--- src/rtl/itu_pkg.sv ---
// Shared types, constants and lookup functions for the timestamp converter.
package itu_pkg;

  // Fixed field widths
  localparam int unsigned ByteW   = 8;
  localparam int unsigned YearW   = 14;
  localparam int unsigned FieldW  = 7;
  localparam int unsigned MilliW  = 10;
  localparam int unsigned FracW   = 2;
  localparam int unsigned MsW     = 49;
  localparam int unsigned OutDataW = ((MsW + 7) / 8) * 8;

  // Arithmetic constants
  localparam int unsigned Recip100   = 5243;   // floor(x / 100) = (x * 5243) >> 19
  localparam int unsigned RecipShift = 19;
  localparam int unsigned DayBias    = 719468; // days from 0000-03-01 to 1970-01-01
  localparam int unsigned SecPerDay  = 86400;
  localparam int unsigned SecPerHour = 3600;
  localparam int unsigned SecPerMin  = 60;
  localparam int unsigned MsPerSec   = 1000;

  // Cycles from capture until the last conversion stage holds its value
  localparam int unsigned ConvLat = 4;
  localparam int unsigned CntW    = $clog2(ConvLat + 1);

  // Snapshot of a parsed timestamp
  typedef struct packed {
    logic              syn_ok;
    logic [YearW-1:0]  year;
    logic [FieldW-1:0] month;
    logic [FieldW-1:0] day;
    logic [FieldW-1:0] hour;
    logic [FieldW-1:0] minute;
    logic [FieldW-1:0] second;
    logic [MilliW-1:0] milli;
    logic [FracW-1:0]  frac_cnt;
    logic              off_neg;
    logic [FieldW-1:0] off_hour;
    logic [FieldW-1:0] off_minute;
  } fields_t;

  // Commands from the controller to the datapath
  typedef struct packed {
    logic take;
    logic capture;
    logic load_out;
  } ctrl_cmd_t;

  // Day of a March-based year on which a month starts
  function automatic logic [8:0] month_start(input logic [FieldW-1:0] m);
    logic [8:0] r;
    begin
      case (m)
        7'd3:    r = 9'd0;
        7'd4:    r = 9'd31;
        7'd5:    r = 9'd61;
        7'd6:    r = 9'd92;
        7'd7:    r = 9'd122;
        7'd8:    r = 9'd153;
        7'd9:    r = 9'd184;
        7'd10:   r = 9'd214;
        7'd11:   r = 9'd245;
        7'd12:   r = 9'd275;
        7'd1:    r = 9'd306;
        7'd2:    r = 9'd337;
        default: r = 9'd0;
      endcase
      return r;
    end
  endfunction

  // Length of a month; zero for a month outside the calendar
  function automatic logic [4:0] month_len(input logic [FieldW-1:0] m, input logic leap);
    logic [4:0] r;
    begin
      case (m)
        7'd1, 7'd3, 7'd5, 7'd7, 7'd8, 7'd10, 7'd12: r = 5'd31;
        7'd4, 7'd6, 7'd9, 7'd11:                    r = 5'd30;
        7'd2:    r = leap ? 5'd29 : 5'd28;
        default: r = 5'd0;
      endcase
      return r;
    end
  endfunction

endpackage

--- src/rtl/itu_parse.sv ---
// Byte-wise grammar checker that collects the timestamp fields.
module itu_parse import itu_pkg::*; (
  input  logic             clk_i,
  input  logic             rst_ni,
  input  logic             take_i,
  input  logic [ByteW-1:0] char_i,
  input  logic             last_i,
  output fields_t          snap_o
);

  typedef enum logic [4:0] {
    PH_YEAR, PH_DASH1, PH_MONTH, PH_DASH2, PH_DAY, PH_TEE, PH_HOUR, PH_COLON1,
    PH_MINUTE, PH_COLON2, PH_SECOND, PH_AFTER_SEC, PH_FRAC_FIRST, PH_FRAC_MORE,
    PH_OFF_HOUR, PH_OFF_COLON, PH_OFF_MINUTE, PH_DONE
  } phase_e;

  phase_e            phase_q, phase_d;
  logic [2:0]        di_q, di_d;
  logic              failed_q, failed_d;
  logic [YearW-1:0]  year_q, year_d;
  logic [FieldW-1:0] month_q, month_d, day_q, day_d, hour_q, hour_d;
  logic [FieldW-1:0] minute_q, minute_d, second_q, second_d;
  logic [FieldW-1:0] ohour_q, ohour_d, omin_q, omin_d;
  logic [MilliW-1:0] milli_q, milli_d;
  logic [FracW-1:0]  fc_q, fc_d;
  logic              neg_q, neg_d;

  logic       is_dig;
  logic [3:0] dig;
  logic [2:0] di_inc;
  logic       full;
  logic       term_ok;

  assign is_dig = (char_i >= 8'h30) && (char_i <= 8'h39);
  assign dig    = char_i[3:0];
  assign di_inc = di_q + 3'd1;
  assign full   = (phase_q == PH_YEAR) ? (di_inc == 3'd4) : (di_inc == 3'd2);

  // Work out the next grammar position and field values for one byte
  always_comb begin
    phase_d  = phase_q;
    di_d     = di_q;
    failed_d = failed_q;
    year_d   = year_q;
    month_d  = month_q;
    day_d    = day_q;
    hour_d   = hour_q;
    minute_d = minute_q;
    second_d = second_q;
    ohour_d  = ohour_q;
    omin_d   = omin_q;
    milli_d  = milli_q;
    fc_d     = fc_q;
    neg_d    = neg_q;
    term_ok  = 1'b0;
    if (!failed_q) begin
      case (phase_q)
        PH_YEAR, PH_MONTH, PH_DAY, PH_HOUR, PH_MINUTE, PH_SECOND,
        PH_OFF_HOUR, PH_OFF_MINUTE: begin
          if (!is_dig) begin
            failed_d = 1'b1;
          end else begin
            case (phase_q)
              PH_YEAR:     year_d   = 14'(year_q * 14'd10 + 14'(dig));
              PH_MONTH:    month_d  = 7'(month_q * 7'd10 + 7'(dig));
              PH_DAY:      day_d    = 7'(day_q * 7'd10 + 7'(dig));
              PH_HOUR:     hour_d   = 7'(hour_q * 7'd10 + 7'(dig));
              PH_MINUTE:   minute_d = 7'(minute_q * 7'd10 + 7'(dig));
              PH_SECOND:   second_d = 7'(second_q * 7'd10 + 7'(dig));
              PH_OFF_HOUR: ohour_d  = 7'(ohour_q * 7'd10 + 7'(dig));
              default:     omin_d   = 7'(omin_q * 7'd10 + 7'(dig));
            endcase
            if (full) begin
              di_d    = 3'd0;
              phase_d = phase_e'(5'(phase_q + 5'd1));
            end else begin
              di_d = di_inc;
            end
          end
        end
        PH_DASH1, PH_DASH2: begin
          if (char_i == 8'h2D) phase_d = phase_e'(5'(phase_q + 5'd1));
          else failed_d = 1'b1;
        end
        PH_COLON1, PH_COLON2, PH_OFF_COLON: begin
          if (char_i == 8'h3A) phase_d = phase_e'(5'(phase_q + 5'd1));
          else failed_d = 1'b1;
        end
        PH_TEE: begin
          if (char_i == 8'h54 || char_i == 8'h74) phase_d = PH_HOUR;
          else failed_d = 1'b1;
        end
        PH_FRAC_FIRST, PH_FRAC_MORE: begin
          if (is_dig) begin
            if (fc_q != 2'd3) begin
              milli_d = 10'(milli_q * 10'd10 + 10'(dig));
              fc_d    = fc_q + 2'd1;
            end
            phase_d = PH_FRAC_MORE;
          end else if (phase_q == PH_FRAC_FIRST) begin
            failed_d = 1'b1;
          end else begin
            term_ok = 1'b1;
          end
        end
        PH_AFTER_SEC: begin
          if (char_i == 8'h2E) phase_d = PH_FRAC_FIRST;
          else term_ok = 1'b1;
        end
        default: failed_d = 1'b1;
      endcase
      // Terminator: Z, z or the sign of an offset
      if (term_ok) begin
        if (char_i == 8'h5A || char_i == 8'h7A) begin
          phase_d = PH_DONE;
        end else if (char_i == 8'h2B || char_i == 8'h2D) begin
          neg_d   = (char_i == 8'h2D);
          di_d    = 3'd0;
          phase_d = PH_OFF_HOUR;
        end else begin
          failed_d = 1'b1;
        end
      end
    end
  end

  // Snapshot of the string including the current byte
  always_comb begin
    snap_o.syn_ok     = !failed_d && (phase_d == PH_DONE);
    snap_o.year       = year_d;
    snap_o.month      = month_d;
    snap_o.day        = day_d;
    snap_o.hour       = hour_d;
    snap_o.minute     = minute_d;
    snap_o.second     = second_d;
    snap_o.milli      = milli_d;
    snap_o.frac_cnt   = fc_d;
    snap_o.off_neg    = neg_d;
    snap_o.off_hour   = ohour_d;
    snap_o.off_minute = omin_d;
  end

  // Advance on each transfer; clear after the final byte
  always_ff @(posedge clk_i or negedge rst_ni) begin
    if (!rst_ni) begin
      phase_q  <= PH_YEAR;
      di_q     <= '0;
      failed_q <= 1'b0;
      year_q   <= '0;
      month_q  <= '0;
      day_q    <= '0;
      hour_q   <= '0;
      minute_q <= '0;
      second_q <= '0;
      ohour_q  <= '0;
      omin_q   <= '0;
      milli_q  <= '0;
      fc_q     <= '0;
      neg_q    <= 1'b0;
    end else if (take_i) begin
      if (last_i) begin
        phase_q  <= PH_YEAR;
        di_q     <= '0;
        failed_q <= 1'b0;
        year_q   <= '0;
        month_q  <= '0;
        day_q    <= '0;
        hour_q   <= '0;
        minute_q <= '0;
        second_q <= '0;
        ohour_q  <= '0;
        omin_q   <= '0;
        milli_q  <= '0;
        fc_q     <= '0;
        neg_q    <= 1'b0;
      end else begin
        phase_q  <= phase_d;
        di_q     <= di_d;
        failed_q <= failed_d;
        year_q   <= year_d;
        month_q  <= month_d;
        day_q    <= day_d;
        hour_q   <= hour_d;
        minute_q <= minute_d;
        second_q <= second_d;
        ohour_q  <= ohour_d;
        omin_q   <= omin_d;
        milli_q  <= milli_d;
        fc_q     <= fc_d;
        neg_q    <= neg_d;
      end
    end
  end

endmodule

--- src/rtl/itu_conv.sv ---
// Staged civil-date to Unix-millisecond conversion and the result register.
module itu_conv import itu_pkg::*; (
  input  logic           clk_i,
  input  logic           capture_i,
  input  logic           load_i,
  input  fields_t        fields_i,
  output logic           ok_o,
  output logic [MsW-1:0] ms_o
);

  fields_t f_q;

  // Stage 1
  logic [YearW-1:0]  yy1_q, yy1_d;
  logic [26:0]       pa1_q, pa1_d, pb1_q, pb1_d;
  logic [YearW-1:0]  year1_q;
  logic [FieldW-1:0] month1_q, day1_q;
  logic [9:0]        doy1_q, doy1_d;
  logic [18:0]       tsec1_q, tsec1_d, toff1_q, toff1_d;
  logic              neg1_q;
  logic [MilliW-1:0] milli1_q, milli1_d;
  logic              ok1_q, ok1_d;
  // Stage 2
  logic [7:0]        q1_2_q;
  logic [23:0]       d365_2_q, d365_2_d;
  logic signed [19:0] sod2_q, sod2_d;
  logic [MilliW-1:0] milli2_q;
  logic              ok2_q, ok2_d;
  logic [7:0]        q2;
  logic [YearW-1:0]  rem100;
  logic              leap;
  // Stage 3
  logic signed [24:0] days3_q, days3_d;
  logic signed [19:0] sod3_q;
  logic [MilliW-1:0] milli3_q;
  logic              ok3_q;
  // Stage 4
  logic signed [41:0] secs4_q, secs4_d;
  logic [MilliW-1:0] milli4_q;
  logic              ok4_q;
  // Result
  logic signed [51:0] ms_full;

  // Stage 1: year shift, reciprocal products, time of day, range checks
  always_comb begin
    yy1_d   = f_q.year - YearW'(f_q.month <= 7'd2);
    pa1_d   = 27'(yy1_d) * 27'(Recip100);
    pb1_d   = 27'(f_q.year) * 27'(Recip100);
    doy1_d  = 10'(10'(month_start(f_q.month)) + 10'(f_q.day) - 10'd1);
    tsec1_d = 19'(19'(f_q.hour) * 19'(SecPerHour) + 19'(f_q.minute) * 19'(SecPerMin)
                  + 19'(f_q.second));
    toff1_d = 19'(19'(f_q.off_hour) * 19'(SecPerHour)
                  + 19'(f_q.off_minute) * 19'(SecPerMin));
    case (f_q.frac_cnt)
      2'd0:    milli1_d = '0;
      2'd1:    milli1_d = 10'(f_q.milli * 10'd100);
      2'd2:    milli1_d = 10'(f_q.milli * 10'd10);
      default: milli1_d = f_q.milli;
    endcase
    ok1_d = f_q.syn_ok && (f_q.year != '0) && (f_q.month >= 7'd1) && (f_q.month <= 7'd12)
            && (f_q.day >= 7'd1) && (f_q.hour <= 7'd23) && (f_q.minute <= 7'd59)
            && (f_q.second <= 7'd59) && (f_q.off_hour <= 7'd23)
            && (f_q.off_minute <= 7'd59);
  end

  // Stage 2: leap year, month length, day count before century terms, offset
  always_comb begin
    q2       = pb1_q[26:RecipShift];
    rem100   = YearW'(year1_q - YearW'(q2) * YearW'(100));
    leap     = (year1_q[1:0] == 2'b00) && ((rem100 != '0) || (q2[1:0] == 2'b00));
    ok2_d    = ok1_q && (day1_q <= {2'b00, month_len(month1_q, leap)});
    d365_2_d = 24'(24'(yy1_q) * 24'd365 + 24'(yy1_q >> 2) + 24'(doy1_q));
    if (neg1_q) sod2_d = $signed({1'b0, tsec1_q}) + $signed({1'b0, toff1_q});
    else        sod2_d = $signed({1'b0, tsec1_q}) - $signed({1'b0, toff1_q});
  end

  // Stage 3: century corrections and epoch bias
  assign days3_d = $signed({1'b0, d365_2_q}) - $signed({17'b0, q1_2_q})
                   + $signed({19'b0, q1_2_q[7:2]}) - $signed(25'(DayBias));

  // Stage 4: seconds since the epoch
  assign secs4_d = 42'(days3_q * $signed(42'(SecPerDay)))
                   + $signed({{22{sod3_q[19]}}, sod3_q});

  // Result: milliseconds, forced to zero for a rejected string
  assign ms_full = 52'($signed({{10{secs4_q[41]}}, secs4_q}) * $signed(52'(MsPerSec)))
                   + $signed({42'b0, milli4_q});

  // Hold the captured fields and advance the stages every cycle
  always_ff @(posedge clk_i) begin
    if (capture_i) f_q <= fields_i;
    yy1_q    <= yy1_d;
    pa1_q    <= pa1_d;
    pb1_q    <= pb1_d;
    year1_q  <= f_q.year;
    month1_q <= f_q.month;
    day1_q   <= f_q.day;
    doy1_q   <= doy1_d;
    tsec1_q  <= tsec1_d;
    toff1_q  <= toff1_d;
    neg1_q   <= f_q.off_neg;
    milli1_q <= milli1_d;
    ok1_q    <= ok1_d;
    q1_2_q   <= pa1_q[26:RecipShift];
    d365_2_q <= d365_2_d;
    sod2_q   <= sod2_d;
    milli2_q <= milli1_q;
    ok2_q    <= ok2_d;
    days3_q  <= days3_d;
    sod3_q   <= sod2_q;
    milli3_q <= milli2_q;
    ok3_q    <= ok2_q;
    secs4_q  <= secs4_d;
    milli4_q <= milli3_q;
    ok4_q    <= ok3_q;
    if (load_i) begin
      ok_o <= ok4_q;
      ms_o <= ok4_q ? ms_full[MsW-1:0] : '0;
    end
  end

endmodule

--- src/rtl/itu_ctrl.sv ---
// Controller: input and output handshakes and conversion sequencing.
module itu_ctrl import itu_pkg::*; (
  input  logic      clk_i,
  input  logic      rst_ni,
  input  logic      s_tvalid_i,
  input  logic      s_tlast_i,
  output logic      s_tready_o,
  output logic      m_tvalid_o,
  input  logic      m_tready_i,
  output ctrl_cmd_t cmd_o
);

  typedef enum logic [1:0] {S_PARSE, S_CONV, S_WAIT} state_e;

  state_e          state_q;
  logic [CntW-1:0] cnt_q;
  logic            slot_free;
  logic            conv_done;

  assign slot_free     = !m_tvalid_o || m_tready_i;
  assign conv_done     = (state_q == S_WAIT)
                         || ((state_q == S_CONV) && (cnt_q == CntW'(ConvLat)));
  assign s_tready_o    = (state_q == S_PARSE);
  assign cmd_o.take    = s_tvalid_i && s_tready_o;
  assign cmd_o.capture = cmd_o.take && s_tlast_i;
  assign cmd_o.load_out = conv_done && slot_free;

  // Sequence the conversion and hold the output valid flag
  always_ff @(posedge clk_i or negedge rst_ni) begin
    if (!rst_ni) begin
      state_q    <= S_PARSE;
      cnt_q      <= '0;
      m_tvalid_o <= 1'b0;
    end else begin
      case (state_q)
        S_PARSE: begin
          cnt_q <= '0;
          if (cmd_o.capture) state_q <= S_CONV;
        end
        S_CONV: begin
          cnt_q <= cnt_q + CntW'(1);
          if (cnt_q == CntW'(ConvLat)) state_q <= slot_free ? S_PARSE : S_WAIT;
        end
        S_WAIT: begin
          if (slot_free) state_q <= S_PARSE;
        end
        default: state_q <= S_PARSE;
      endcase
      if (cmd_o.load_out)  m_tvalid_o <= 1'b1;
      else if (m_tready_i) m_tvalid_o <= 1'b0;
    end
  end

  a_load_into_free_slot: assert property (@(posedge clk_i) disable iff (!rst_ni)
    cmd_o.load_out |-> (!m_tvalid_o || m_tready_i))
    else $error("result loaded over an untaken result");

  a_capture_starts_conv: assert property (@(posedge clk_i) disable iff (!rst_ni)
    cmd_o.capture |=> (state_q == S_CONV) && (cnt_q == '0))
    else $error("final byte did not start conversion");

  a_no_take_while_busy: assert property (@(posedge clk_i) disable iff (!rst_ni)
    (state_q != S_PARSE) |-> !cmd_o.take)
    else $error("byte taken during conversion");

  a_valid_after_load: assert property (@(posedge clk_i) disable iff (!rst_ni)
    $rose(m_tvalid_o) |-> $past(cmd_o.load_out))
    else $error("output valid without a loaded result");

endmodule

--- src/rtl/iso_timestamp_to_unix_ms_core.sv ---
// Top level: timestamp string to Unix milliseconds converter.
//
//  channel  | dir | tdata                         | tuser   | tlast
//  s_axis   | in  | [7:0] char_byte               | -       | is_last
//  m_axis   | out | [48:0] unix_ms, [55:49] zero  | [0] ok  | -
//
// Bytes of a string are taken one per cycle. After the final byte, tready
// stays low while the staged date conversion runs and until the output
// register is free; the result then sits in the output register, and input
// resumes while it waits.
// Reset returns the grammar to the start of a string and clears the output valid flag.
// A stalled output holds its result; the next result waits until it is taken.
module iso_timestamp_to_unix_ms_core import itu_pkg::*; (
  input  logic                clk_i,
  input  logic                rst_ni,
  input  logic                s_axis_tvalid_i,
  output logic                s_axis_tready_o,
  input  logic [ByteW-1:0]    s_axis_tdata_i,  // [7:0] char_byte
  input  logic                s_axis_tlast_i,  // is_last
  output logic                m_axis_tvalid_o,
  input  logic                m_axis_tready_i,
  output logic [OutDataW-1:0] m_axis_tdata_o,  // [48:0] unix_ms, rest zero
  output logic                m_axis_tuser_o   // [0] ok
);

  ctrl_cmd_t      cmd;
  fields_t        snap;
  logic [MsW-1:0] ms;

  itu_ctrl u_ctrl (
    .clk_i      (clk_i),
    .rst_ni     (rst_ni),
    .s_tvalid_i (s_axis_tvalid_i),
    .s_tlast_i  (s_axis_tlast_i),
    .s_tready_o (s_axis_tready_o),
    .m_tvalid_o (m_axis_tvalid_o),
    .m_tready_i (m_axis_tready_i),
    .cmd_o      (cmd)
  );

  itu_parse u_parse (
    .clk_i  (clk_i),
    .rst_ni (rst_ni),
    .take_i (cmd.take),
    .char_i (s_axis_tdata_i),
    .last_i (s_axis_tlast_i),
    .snap_o (snap)
  );

  itu_conv u_conv (
    .clk_i     (clk_i),
    .capture_i (cmd.capture),
    .load_i    (cmd.load_out),
    .fields_i  (snap),
    .ok_o      (m_axis_tuser_o),
    .ms_o      (ms)
  );

  assign m_axis_tdata_o = {{(OutDataW - MsW){1'b0}}, ms};

endmodule
--- config.mk ---
export PLATFORM = sky130hd
export DESIGN_NAME = iso_timestamp_to_unix_ms_core
export DESIGN_NICKNAME = d
export VERILOG_FILES = /design/src/rtl/itu_pkg.sv /design/src/rtl/itu_parse.sv /design/src/rtl/itu_conv.sv /design/src/rtl/itu_ctrl.sv /design/src/rtl/iso_timestamp_to_unix_ms_core.sv
export SDC_FILE = /design/constraint.sdc
export NUM_CORES = 2
export LEC_CHECK = 0
export BUFFER_PORTS_ARGS = -buffer_cell sky130_fd_sc_hd__buf_2
export CORE_UTILIZATION = 35
export DETAILED_ROUTE_END_ITERATION = 10
export PLACE_DENSITY = 0.51
export RECOVER_POWER = 25
export SYNTH_ARGS = -nofsm -noshare
export SYNTH_HDL_FRONTEND = slang
export SYNTH_SLANG_ARGS = --single-unit
--- constraint.sdc ---
create_clock -name clk_i -period 8.3 [get_ports clk_i]
set_input_delay 2.49 -clock clk_i [delete_from_list [all_inputs] [get_ports clk_i]]
set_output_delay 2.49 -clock clk_i [all_outputs]
set_load 0.005 [all_outputs]
==> run metrics <==
Largest delay share family, worst path=adder cells; register area share after synthesis=23.62%; fin nets=6560; root buffer cell=clkbuf_16; Unique masters post-synth=90; diode count=0; maximum buffer depth of the clock tree=3; Critical Path End Type=register; met3 usage=1.504%; global-route wire length before repair=175100 um; num rows=139; Reg2Reg Depth=31; CP endpoint=u_conv.pa1_q[26]; final hold viol count=0; Core Region=144000 sq um; slowest stage cell, crit path=fa_1; vias post-DR=33.25k; DR WL/cell=14.42 um; drt initial violations=1237; Routed Wire Length=101900 um; M2 GR Usage=24.14%; initial antenna violation count=3; Buf/Inv on CP=8; status=finished with violations; Area growth syn-to-layout=9.285%; Sink Count=515; setup tns final=0 ns; Worst Hold Class=reg2reg; Vias/cell=4.706; Initial DRT Pass Iterations=8; Slew headroom=5.683%; GRT Total Usage=14.34%; clk_skew=0.05907 ns; Worst Path Arrival=8.00 ns; max_cap viols=0; most common cell after layout, fill and taps aside=ha_1; vias in the first global route=34.69k; mean post-synth cell area=10.17 sq um; Worst-Margin Slew=1.415 ns; Final ANT Viol Nets=0; RSZ-0062 raised after global routing=no; crit path launch=u_conv.f_q[61]; R2R Setup Slk=0.85 ns; Fillers=14.42k; commonest cells after routing, fill and taps aside=951 x ha_1, 877 x inv_1, 485 x fa_1, 297 x dfxtp_1, 292 x xnor2_1; layout cell share with drive strength beyond 1=5.094%; Clock transition at path regs=0.06 ns; most used cell along the critical path=inv_1; worst reg2reg path endpoint=u_conv.pa1_q[26]; drt drc=7; delay of the slowest critical-path stage=0.58 ns; synthesized netlist cell count=5011; Levels on crit path=31; Chip Height=383.6 um; Post-DP HPWL=84520 um; failing checks=design-rule violations; worst setup path class=reg2reg; Pins Over Slew Limit=0; worst skew pair latency=0.68 ns; PortBufs=64; flops & latches, synth=515; WP data required=8.86 ns; GR Util met1=19.75%; cts hold-fix bufs=0; GRT Max-Usage Layer=met2; FFs w/ async S/R, synth=17.67%; # IOs=72; total congestion overflow=0; postcts setup bufs=0; htree depth=2; Critical Path Start Type=register; R2R Path Start=u_conv.f_q[61]; gpl congestion=0.8172; die area=147100 sq um; Final Cycle Share=89.73%; total CTS buffers=61; Post-Syn Area=50960 sq um; CP Max Fanout=12; cts repair resizes=0; Initial Utilization=35.39%; dominant synthesized flop cell=dfxtp_1; width of the die=383.6 um; Max Freq=134.3 MHz; total of warnings raised by yosys=0; Final Critical Period=7.448 ns; largest net degree at the start of global routing=79; EDFF count, synth=127; Final Util=38.68%; CTS tree=yes; setup violators final=0
[cell type report]
type	instances	area [sq um]	share of cell area [%]
Clock buffer	75	1663	2.986
Clock inverter	40	437.9	0.7863
Inverter	878	3296	5.917
Multi-Input combinational cell	3570	35440	63.63
Sequential cell	515	12040	21.61
Tap cell	1903	2381	4.275
Timing Repair Buffer	85	442.9	0.7953
[how the worst min path moves through the flow]
stage | start | to | slack (ns) | cells after the start
CTS | u_conv.milli3_q[4] | u_conv.milli4_q[4] | 0.33 | 0
global route | u_conv.milli2_q[5] | u_conv.milli3_q[5] | 0.33 | 0
global placement | u_conv.milli2_q[7] | u_conv.milli3_q[7] | 0.31 | 0
floorplan | u_conv.milli1_q[0] | u_conv.milli2_q[0] | 0.31 | 0
finish | u_conv.milli3_q[4] | u_conv.milli4_q[4] | 0.32 | 0
detailed placement | u_conv.sod3_q[1] | u_conv.secs4_q[1] | 0.31 | 0
[cell usage after synthesis (24+ instances only)]
master / number / area share, %
nand4_1: 24 / 0.29
nand2_1: 217 / 1.6
xor2_1: 112 / 1.9
a22o_1: 85 / 1.5
and3_1: 29 / 0.36
nand2b_1: 37 / 0.45
mux2_2: 42 / 0.93
edfxtp_1: 127 / 7.5
nand3_1: 64 / 0.63
dfxtp_1: 297 / 12
o21a_1: 30 / 0.44
a21oi_1: 261 / 2.6
inv_1: 878 / 6.5
nor2b_1: 45 / 0.55
dfrtp_1: 91 / 4.5
xnor2_1: 292 / 5.0
nor3_1: 70 / 0.69
fa_1: 485 / 19
a21o_1: 107 / 1.6
or3_1: 25 / 0.31
o21ai_0: 161 / 1.6
nor2_1: 191 / 1.4
ha_1: 951 / 23
o21bai_1: 58 / 0.85
clkbuf_1: 40 / 0.29
[flip-flops by register name, summed over array words and instances (netlist names), 8 cells and up, named ones only]
signal / cells
u_conv.yy1_q: 14
u_conv.toff1_q: 17
u_conv.q1_2_q: 8
u_conv.doy1_q: 10
u_conv.pb1_q: 9
u_conv.milli2_q: 10
u_conv.pa1_q: 8
u_conv.milli3_q: 10
u_conv.milli1_q: 10
u_parse.year_q: 14
u_conv.secs4_q: 42
u_conv.ms_o: 49
u_conv.sod3_q: 20
u_parse.milli_q: 10
u_conv.f_q: 77
u_conv.days3_q: 25
u_conv.d365_2_q: 24
u_conv.sod2_q: 20
u_conv.year1_q: 13
u_conv.tsec1_q: 19
u_conv.milli4_q: 10
[per-layer routing]
layer	vias to the layer above	share of wire, %
li1	17020	-
met1	15870	50
met2	258	46
met3	105	2.3
met4	0	1.9
met5	-	0
[cells by family (layout without fill, tap and decap cells)]
logic type | Yosys count | in the layout | share of synthesized area [%]
DFF | 515 | 515 | 23.62
AOI/OAI and AO/OA | 861 | 861 | 10.99
muxes | 51 | 51 | 1.107
xor gates and xnor gates | 405 | 405 | 6.997
and+or+nand+nor | 810 | 810 | 7.933
other | 1 | 7 | 0.007358
adders and majority gates | 1436 | 1436 | 42.40
buffers and inverters | 932 | 1078 | 6.943
[per-stage QoR]
step	std cells	cell area (sq um)	hold WS, ns	worst slack, ns
2_1_floorplan	5017	50990	0.3096	1.270
3_3_place_gp	6951	53630	0.3118	0.9317
3_5_place_dp	6951	53630	0.3121	0.7740
4_1_cts	7066	55730	0.3255	0.7357
5_1_grt	7066	55690	0.3311	0.2141
6_report	7066	55690	0.3236	0.8523
Power is left out: the tool's default activity adds up to more than one toggle a clock period on the data nets, which glitch-free logic cannot reach.
